### config.mk
export PLATFORM = sky130hd
export DESIGN_NAME = crp_div
export DESIGN_NICKNAME = d
export VERILOG_FILES = /design/src/hdl/crp_pkg.sv /design/src/hdl/crp_div.sv
export SDC_FILE = /design/constraint.sdc
export NUM_CORES = 1
export LEC_CHECK = 0
export ABC_AREA = 0
export BUFFER_PORTS_ARGS = -buffer_cell sky130_fd_sc_hd__clkbuf_2
export CELL_PAD_IN_SITES_DETAIL_PLACEMENT = 0
export CELL_PAD_IN_SITES_GLOBAL_PLACEMENT = 1
export CORE_ASPECT_RATIO = 0.7
export CORE_MARGIN = 2
export CORE_UTILIZATION = 35
export CTS_CLUSTER_DIAMETER = 200
export DETAILED_ROUTE_END_ITERATION = 12
export PLACE_DENSITY = 0.66
export SLEW_MARGIN = 20
export SYNTH_ARGS = -nofsm -noshare
export SYNTH_HDL_FRONTEND = slang
export SYNTH_SLANG_ARGS = --single-unit
### constraint.sdc
create_clock -name clk -period 3.91 [get_ports clk]
set_input_delay 0.5865 -clock clk [delete_from_list [all_inputs] [get_ports clk]]
set_output_delay 0.5865 -clock clk [all_outputs]
set_load 0.02 [all_outputs]
### src/hdl/crp_pkg.sv
package crp_pkg;

	localparam logic [1:0] REQ_START = 2'd0;
	localparam logic [1:0] REQ_CHUNK = 2'd1;
	localparam logic [1:0] REQ_POLL  = 2'd2;

	localparam logic [2:0] ST_OK       = 3'd0;
	localparam logic [2:0] ST_BUSY     = 3'd1;
	localparam logic [2:0] ST_BAD_CH   = 3'd2;
	localparam logic [2:0] ST_BAD_CNT  = 3'd3;
	localparam logic [2:0] ST_BAD_RATE = 3'd4;

	localparam logic [1:0] POLL_IDLE    = 2'd0;
	localparam logic [1:0] POLL_RUNNING = 2'd1;
	localparam logic [1:0] POLL_DONE    = 2'd2;

	localparam logic [31:0] TIMER_CLK = 32'd144000000;
	localparam logic [31:0] NS_PER_S  = 32'd1000000000;
	localparam logic [31:0] MIN_TICKS = 32'd10;
	localparam logic [31:0] PSC_SPAN  = 32'd65536;

	typedef struct packed {
		logic [1:0]  req_type;
		logic [31:0] rate_hz;
		logic [31:0] sample_count;
		logic [7:0]  channel_mask;
		logic        other_busy;
	} in_t;

	typedef struct packed {
		logic [2:0]  start_status;
		logic [15:0] prescaler;
		logic [15:0] reload;
		logic [23:0] achieved_rate_hz;
		logic        chunk_valid;
		logic [14:0] chunk_offset;
		logic [15:0] chunk_length;
		logic        stop_capture;
		logic [1:0]  poll_state;
		logic [15:0] report_samples;
		logic [7:0]  report_mask;
	} out_t;

	typedef struct packed {
		logic        start;
		logic [31:0] dividend;
		logic [31:0] divisor;
	} div_req_t;

	typedef struct packed {
		logic        busy;
		logic        done;
		logic [31:0] quotient;
	} div_rsp_t;

	// minimum sample period in ns for n channels: floor(n * 20000 / 9)
	function automatic logic [14:0] min_period_ns(input logic [3:0] n);
		logic [14:0] v;
		unique case (n)
			4'd1: v = 15'd2222;
			4'd2: v = 15'd4444;
			4'd3: v = 15'd6666;
			4'd4: v = 15'd8888;
			4'd5: v = 15'd11111;
			4'd6: v = 15'd13333;
			4'd7: v = 15'd15555;
			4'd8: v = 15'd17777;
			default: v = 15'd0;
		endcase
		return v;
	endfunction

endpackage

### src/hdl/crp_div.sv
module crp_div (
	input  logic              clk,
	input  logic              arst_n,
	input  crp_pkg::div_req_t req,
	output crp_pkg::div_rsp_t rsp
);
	import crp_pkg::*;

	logic        busy_q;
	logic        done_q;
	logic [4:0]  cnt_q;
	logic [31:0] rem_q;
	logic [31:0] quo_q;
	logic [31:0] dsr_q;
	logic [32:0] trial;
	logic [32:0] diff;

	assign trial = {rem_q, quo_q[31]};
	assign diff  = trial - {1'b0, dsr_q};

	always_ff @(posedge clk or negedge arst_n) begin
		if (!arst_n) begin
			busy_q <= 1'b0;
			done_q <= 1'b0;
			cnt_q  <= '0;
		end else begin
			done_q <= 1'b0;
			if (busy_q) begin
				cnt_q <= cnt_q + 5'd1;
				if (cnt_q == 5'd31) begin
					busy_q <= 1'b0;
					done_q <= 1'b1;
				end
			end else if (req.start) begin
				busy_q <= 1'b1;
				cnt_q  <= '0;
			end
		end
	end

	always_ff @(posedge clk) begin
		if (busy_q) begin
			if (!diff[32]) begin
				rem_q <= diff[31:0];
				quo_q <= {quo_q[30:0], 1'b1};
			end else begin
				rem_q <= trial[31:0];
				quo_q <= {quo_q[30:0], 1'b0};
			end
		end else if (req.start) begin
			rem_q <= '0;
			quo_q <= req.dividend;
			dsr_q <= req.divisor;
		end
	end

	assign rsp.busy     = busy_q;
	assign rsp.done     = done_q;
	assign rsp.quotient = quo_q;
endmodule

==> results.cfg, run 1 <==
[route]
dr_total_vias = 4163
drc = 0
drtAntennaViolNets = 0
wire_per_inst_um = 15.7
drt-pass1-iter-count = 4
drt_iter0_drc = 208
drt_wl_total_um = 13200
vias_per_cell = 4.94

[timing]
slew_viol_final = 0
tns_ns = 0
rsz0062_at_grt = false
setup_viol = 0
max_slew.worst_pin.slew_ns = 0.982
setup_slack_ns = 0.423
clock_skew_ns = 0.0179
hold_violations = 0
fmax_mhz = 287
relSlewSlack_pct = 34.4
min_period_over_period_pct = 89.2
period_needed_ns = 3.49

[clock_network]
cts_setup_buffers = 0
insertion_delay_ns = 0.36
cts.sinks = 103
cts_made_buffers = 9
htreeDepth = 3
cts_tree = built
hold_buffers = 0
clkTransAtPathRegs_ns = 0.09
cts_root_buffer = clkbuf_16
clockBufferDepth = 2
cts_resized = 0

[logic_synthesis]
syn_inst = 515
synth_flop_cell = edfxtp_1
seq_area_frac_synth_pct = 51.6
yosys_warnings = 0
syn_area_sq_um = 5920
syn-num-nets = 617
ys_ff_latch = 103
synth.avg_cell_area_sq_um = 11.5
ys_types = 54
synth_edf_count = 96
synthArstFlopShare_pct = 6.80

[grt]
grt_max_degree = 36
grt_overflow = 0
antenna_found_initial = 0
grt_pass1_vias = 4274
grt_pass1_wl_um = 21800
track_usage_pct = 15.2

[power_and_ir_drop]
p_switching_w = 0.00263
p_int_w = 0.00381
seq_power_share_pct = 33.0
leakage_nw = 3.05
comb_power_share_pct = 52.5
p_sw_share_pct = 40.8
clkPwrFrac_pct = 14.5
p_per_area_nw_per_um2 = 922
vdd_drop_max_uv = 390

[cells_and_area]
area_growth_pct = 17.9
layout_common_cells = clkbuf_2 (100), edfxtp_1 (96), nor2_1 (51), inv_1 (39), ha_1 (34)
fin_nets = 714
drive_gt1_share_pct = 26.7
fin_area_sq_um = 6990
final_common_cell = clkbuf_2
diodes = 0

[placement]
preCtsSetupSlack_ns = 0.239
place_hpwl_um = 9600
port_buffers = 100
dpl_cell_area_sq_um = 6670
gp_congestion = 0.807

[floorplan]
row_count = 39
fp.coreArea_sq_um = 16400
fp.dieH_um = 113
dieArea_sq_um = 18000
fp.dieW_um = 160
start_util_pct = 36.0
ios = 101

[worst_setup_path]
crit_fanout = 21
regToRegStartpoint = quo_q[31]$_DFFE_PP_
startpoint_type = flop
cp.arrival_ns = 3.56
worstPathRequired_ns = 3.99
endpoint_kind = flop
path_class = flop to flop
crit_start = quo_q[31]$_DFFE_PP_

[outcome]
status = finished clean

[min_path]
hp-class = input port to asynchronous set/reset pin

[job]
cap_violations = 0
## sequential cells by signal, indices dropped and copies added (netlist names)
signal / flops
rem_q: 32
quo_q: 32
busy_q: 1
cnt_q: 5
dsr_q: 32
done_q: 1
## power by group through the flow
stage / registers, W / logic (W) / clock network [W]
floorplan: 0.00227 / 0.00240 / 0
global placement: 0.00213 / 0.00332 / 0
detailed placement: 0.00214 / 0.00338 / 0
CTS: 0.00213 / 0.00340 / 0.000965
global route: 0.00218 / 0.00376 / 0.00100
finish: 0.00212 / 0.00338 / 0.000936
## worst max-delay path, cell delays in order (launching register included)
cell	delay (ns)
edfxtp_1	0.37
inv_1	0.05
ha_1	0.22
fa_1	0.40
nand2b_1	0.18
a21oi_1	0.18
o2111a_1	0.27
o2111ai_1	0.21
a211oi_2	0.30
o21ai_1	0.13
a21oi_4	0.39
buf_12	0.24
mux2i_1	0.21
nor2_1	0.05
## cells by family (layout without fill, tap and decap cells)
| group | count (synthesis) | count (layout) | synth area share, % |
|---|---|---|---|
| flops | 103 | 103 | 51.6 |
| compound gates | 110 | 110 | 12.4 |
| fa+ha+maj | 35 | 35 | 7.52 |
| buf+inv | 61 | 163 | 4.52 |
| simple gates | 120 | 120 | 9.40 |
| xor+xnor | 29 | 29 | 4.29 |
| mux | 57 | 57 | 10.3 |
## routing by layer
metal	up-vias	GRT usage (%)	part of all wire [%]
met2	116	22.2	40
met4	0	3.58	1.1
met5	-	0	0
met3	11	5.35	7.6
met1	1951	21.8	51
li1	2085	-	-
## area by class of cell
| class | count | area [sq um] |
|---|---|---|
| fill | 1620 | 9460 |
| sequential | 103 | 3060 |
| tap | 225 | 282 |
| timing repair buffer | 106 | 571 |
| clock buffer | 9 | 225 |
| multi-input combinational | 351 | 2610 |
| clock inverter | 7 | 83.8 |
| inverter | 41 | 154 |
## final timing paths
path	endpoint	slack (ns)	cells after the start
worst min-delay path	cnt_q[2]$_DFFE_PN0P_	0.04	1
worst max register to register	rem_q[13]$_SDFFCE_PN0P_	0.42	13
min in group clk	dsr_q[27]$_DFFE_PP_	0.40	1
worst max-delay path	rem_q[13]$_SDFFCE_PN0P_	0.42	13
worst min register to register	cnt_q[4]$_DFFE_PN0P_	0.52	1
max in group asynchronous	cnt_q[0]$_DFFE_PN0P_	3.70	1
## metrics by stage
step                      power [W]  std cells  util (%)  hold slack (ns)
after global routing        0.00694        842      42.5           0.0335
after global placement      0.00545        825      40.6            0.425
final                       0.00644        842      42.5           0.0447
after CTS                   0.00649        841      42.4           0.0363
after detailed placement    0.00552        825      40.6            0.426
after floorplan             0.00468        515         -            0.291
## synth_stat cells, drive strengths merged (3+ instances only)
cell / instances / area, sq um
o41ai: 3 / 26.3
nor2: 51 / 191
clkbuf: 12 / 45.0
inv: 41 / 154
a21o: 14 / 105
and3: 4 / 25.0
ha: 34 / 425
nand3: 8 / 40.0
mux2i: 26 / 260
xor2: 6 / 52.6
nand2: 26 / 97.6
a21oi: 33 / 173
dfrtp: 7 / 175
mux2: 31 / 349
nand2b: 8 / 50.1
o211ai: 4 / 30.0
nor3: 3 / 20.0
a31oi: 3 / 18.8
buf: 8 / 68.8
xnor2: 23 / 201
and2: 4 / 25.0
nand3b: 4 / 30.0
o21a: 3 / 22.5
edfxtp: 96 / 2880
o21ai: 22 / 110
a211oi: 10 / 95.1
nor2b: 5 / 31.3
o22ai: 3 / 18.8
Power figures use the tool's default switching activity.
==> inputs of run 2 (changes only) <==
--- a/config.mk
+++ b/config.mk
@@ -15,6 +15,7 @@
 export CTS_CLUSTER_DIAMETER = 200
 export DETAILED_ROUTE_END_ITERATION = 12
 export PLACE_DENSITY = 0.66
+export REMOVE_ABC_BUFFERS = 1
 export SLEW_MARGIN = 20
 export SYNTH_ARGS = -nofsm -noshare
 export SYNTH_HDL_FRONTEND = slang
==> run 2 against run 1 <==
  * Routed wire length down 1.4%
  * Global-route usage down 0.39 points
  * Via count about the same
  * Design area down 0.14%
  * Setup slack worse by 0.12 ns
  * Worst hold slack got worse by 0.0031 ns
  * Sequential share of layout area rose by 0.063 points
  * Die area is the same
  * Utilization decreased by 0.061 points
  * First-iteration DRC count rose by 25%
  * Sequential power hardly changed
  * Clock-buffer cell count did not move
  * Critical path type unchanged
  * Largest power group unchanged
  * Highest routed layer unchanged
==> results.cfg, run 2 (same netlist as run 1, synthesis figures left out) <==
[grt]
grt.busiest_layer = met2
antenna_found_initial = 0
grt_pass1_vias = 4188
grt_overflow = 0
use_met3_pct = 5.65
track_usage_pct = 14.9
use_met1_pct = 20.9
grt_max_degree = 40
grt_pass1_wl_um = 21400
global_route.usage.met2_pct = 21.6

[floorplan]
dieArea_sq_um = 18000
fp.coreArea_sq_um = 16400
row_count = 39
ios = 101
fp.dieW_um = 160
fp.dieH_um = 113
start_util_pct = 36.0

[power_and_ir_drop]
vdd_drop_max_uv = 399
leakage_nw = 3.04
p_per_area_nw_per_um2 = 918

[route]
drc = 0
vias_per_cell = 4.95
dr_total_vias = 4160
drt_wl_total_um = 13000
wire_per_inst_um = 15.5
drtAntennaViolNets = 0
drt-pass1-iter-count = 5
drt_iter0_drc = 261

[clock_network]
cts_root_buffer = clkbuf_16
cts_tree = built
cts_made_buffers = 9
clkTransAtPathRegs_ns = 0.09
cts_setup_buffers = 0
htreeDepth = 3
insertion_delay_ns = 0.37
hold_buffers = 0
clockBufferDepth = 2
cts.sinks = 103
cts_resized = 0

[timing]
clock_skew_ns = 0.0138
period_needed_ns = 3.61
setup_viol = 0
min_period_over_period_pct = 92.3
hold_violations = 0
rsz0062_at_grt = false
fmax_mhz = 277
max_slew.worst_pin.slew_ns = 0.974
slew_viol_final = 0
relSlewSlack_pct = 34.9
setup_slack_ns = 0.300

[placement]
place_hpwl_um = 9220
port_buffers = 100
preCtsSetupSlack_ns = 0.371
gp_congestion = 0.819

[cells_and_area]
area_growth_pct = 17.8
fin_nets = 712
drive_gt1_share_pct = 26.5
fin_util_pct = 42.4
top_regs = dsr_q (32), quo_q (32), rem_q (32)
layout_common_cells = clkbuf_2 (100), edfxtp_1 (96), nor2_1 (51), inv_1 (39), ha_1 (34)
diodes = 0
final_common_cell = clkbuf_2

[min_path]
hp-class = input port to asynchronous set/reset pin

[worst_setup_path]
crit_fanout = 39
r2r_end = rem_q[14]$_SDFFCE_PN0P_
startpoint_type = flop
worstPathCellList = inv_1, ha_1, fa_1, nand2b_1, a21oi_1, o2111a_1, o2111ai_1, a211oi_2, o21ai_1, a21oi_4, buf_12, mux2i_1, nor2_1
regToRegStartpoint = quo_q[31]$_DFFE_PP_
crit_end = rem_q[14]$_SDFFCE_PN0P_
reg2reg_depth = 13
regToRegSetupSlack_ns = 0.30
path_class = flop to flop
slowest_delay_ns = 0.47
worstPathRequired_ns = 4.00
cp.arrival_ns = 3.70
crit_start = quo_q[31]$_DFFE_PP_
endpoint_kind = flop
cp_slowest_cell = a211oi_2

[outcome]
status = finished clean

[job]
cap_violations = 0
run 2: changes by cell type in the layout (fill, tap and decap cells not counted), sizes merged:
cell / change
clkinv: -1
inv: +1
buf: -2
run 2: worst min-delay path by stage:
stage / cells after the start / endpoint / start
floorplan: 0 / busy_q$_DFF_PN0_ / arst_n
global placement: 1 / cnt_q[4]$_DFFE_PN0P_ / arst_n
CTS: 1 / cnt_q[1]$_DFFE_PN0P_ / arst_n
detailed placement: 1 / cnt_q[2]$_DFFE_PN0P_ / arst_n
finish: 1 / cnt_q[1]$_DFFE_PN0P_ / arst_n
global route: 1 / cnt_q[1]$_DFFE_PN0P_ / arst_n
run 2: through the flow:
stage / std cells / area [sq um] / TNS [ns] / hold WS, ns / power [W]
final: 840 / 6980 / 0 / 0.0416 / 0.00640
after global routing: 840 / 6980 / 0 / 0.0424 / 0.00690
after CTS: 840 / 6980 / 0 / 0.0358 / 0.00646
after detailed placement: 824 / 6650 / 0 / 0.432 / 0.00543
after global placement: 824 / 6650 / 0 / 0.428 / 0.00539
after floorplan: 495 / 5810 / -9.23 / 0.291 / 0.00460
run 2: final cells by class:
cell class / count / area, sq um
Timing Repair Buffer: 104 / 543
Inverter: 41 / 154
Clock buffer: 9 / 225
Clock inverter: 7 / 101
Sequential cell: 103 / 3060
Tap cell: 225 / 282
Multi-Input combinational cell: 351 / 2610
Fill cell: 1568 / 9470
run 2: power breakdown:
part | total (W) | switching (W) | internal (W)
clock | 0.000989 | 0.000515 | 0.000474
sequential | 0.00211 | 0.000253 | 0.00185
combinational | 0.00331 | 0.00186 | 0.00145
total | 0.00640 | 0.00263 | 0.00378
run 2: critical path, delay by kind of cell (launching register included):
family	cells	cell delay, ns
adders and majority gates	2	0.64
AOI/OAI and AO/OA	6	1.51
buffers and inverters	2	0.33
and+or+nand+nor	2	0.25
DFF	1	0.37
muxes	1	0.23
run 2: routing by layer:
| metal | wire (um) | share of wire (%) | vias to the layer above |
|---|---|---|---|
| met5 | 0 | 0 | - |
| li1 | - | - | 2071 |
| met1 | 6420 | 49 | 1939 |
| met2 | 5350 | 41 | 140 |
| met3 | 1120 | 8.6 | 10 |
| met4 | 131 | 1.0 | 0 |
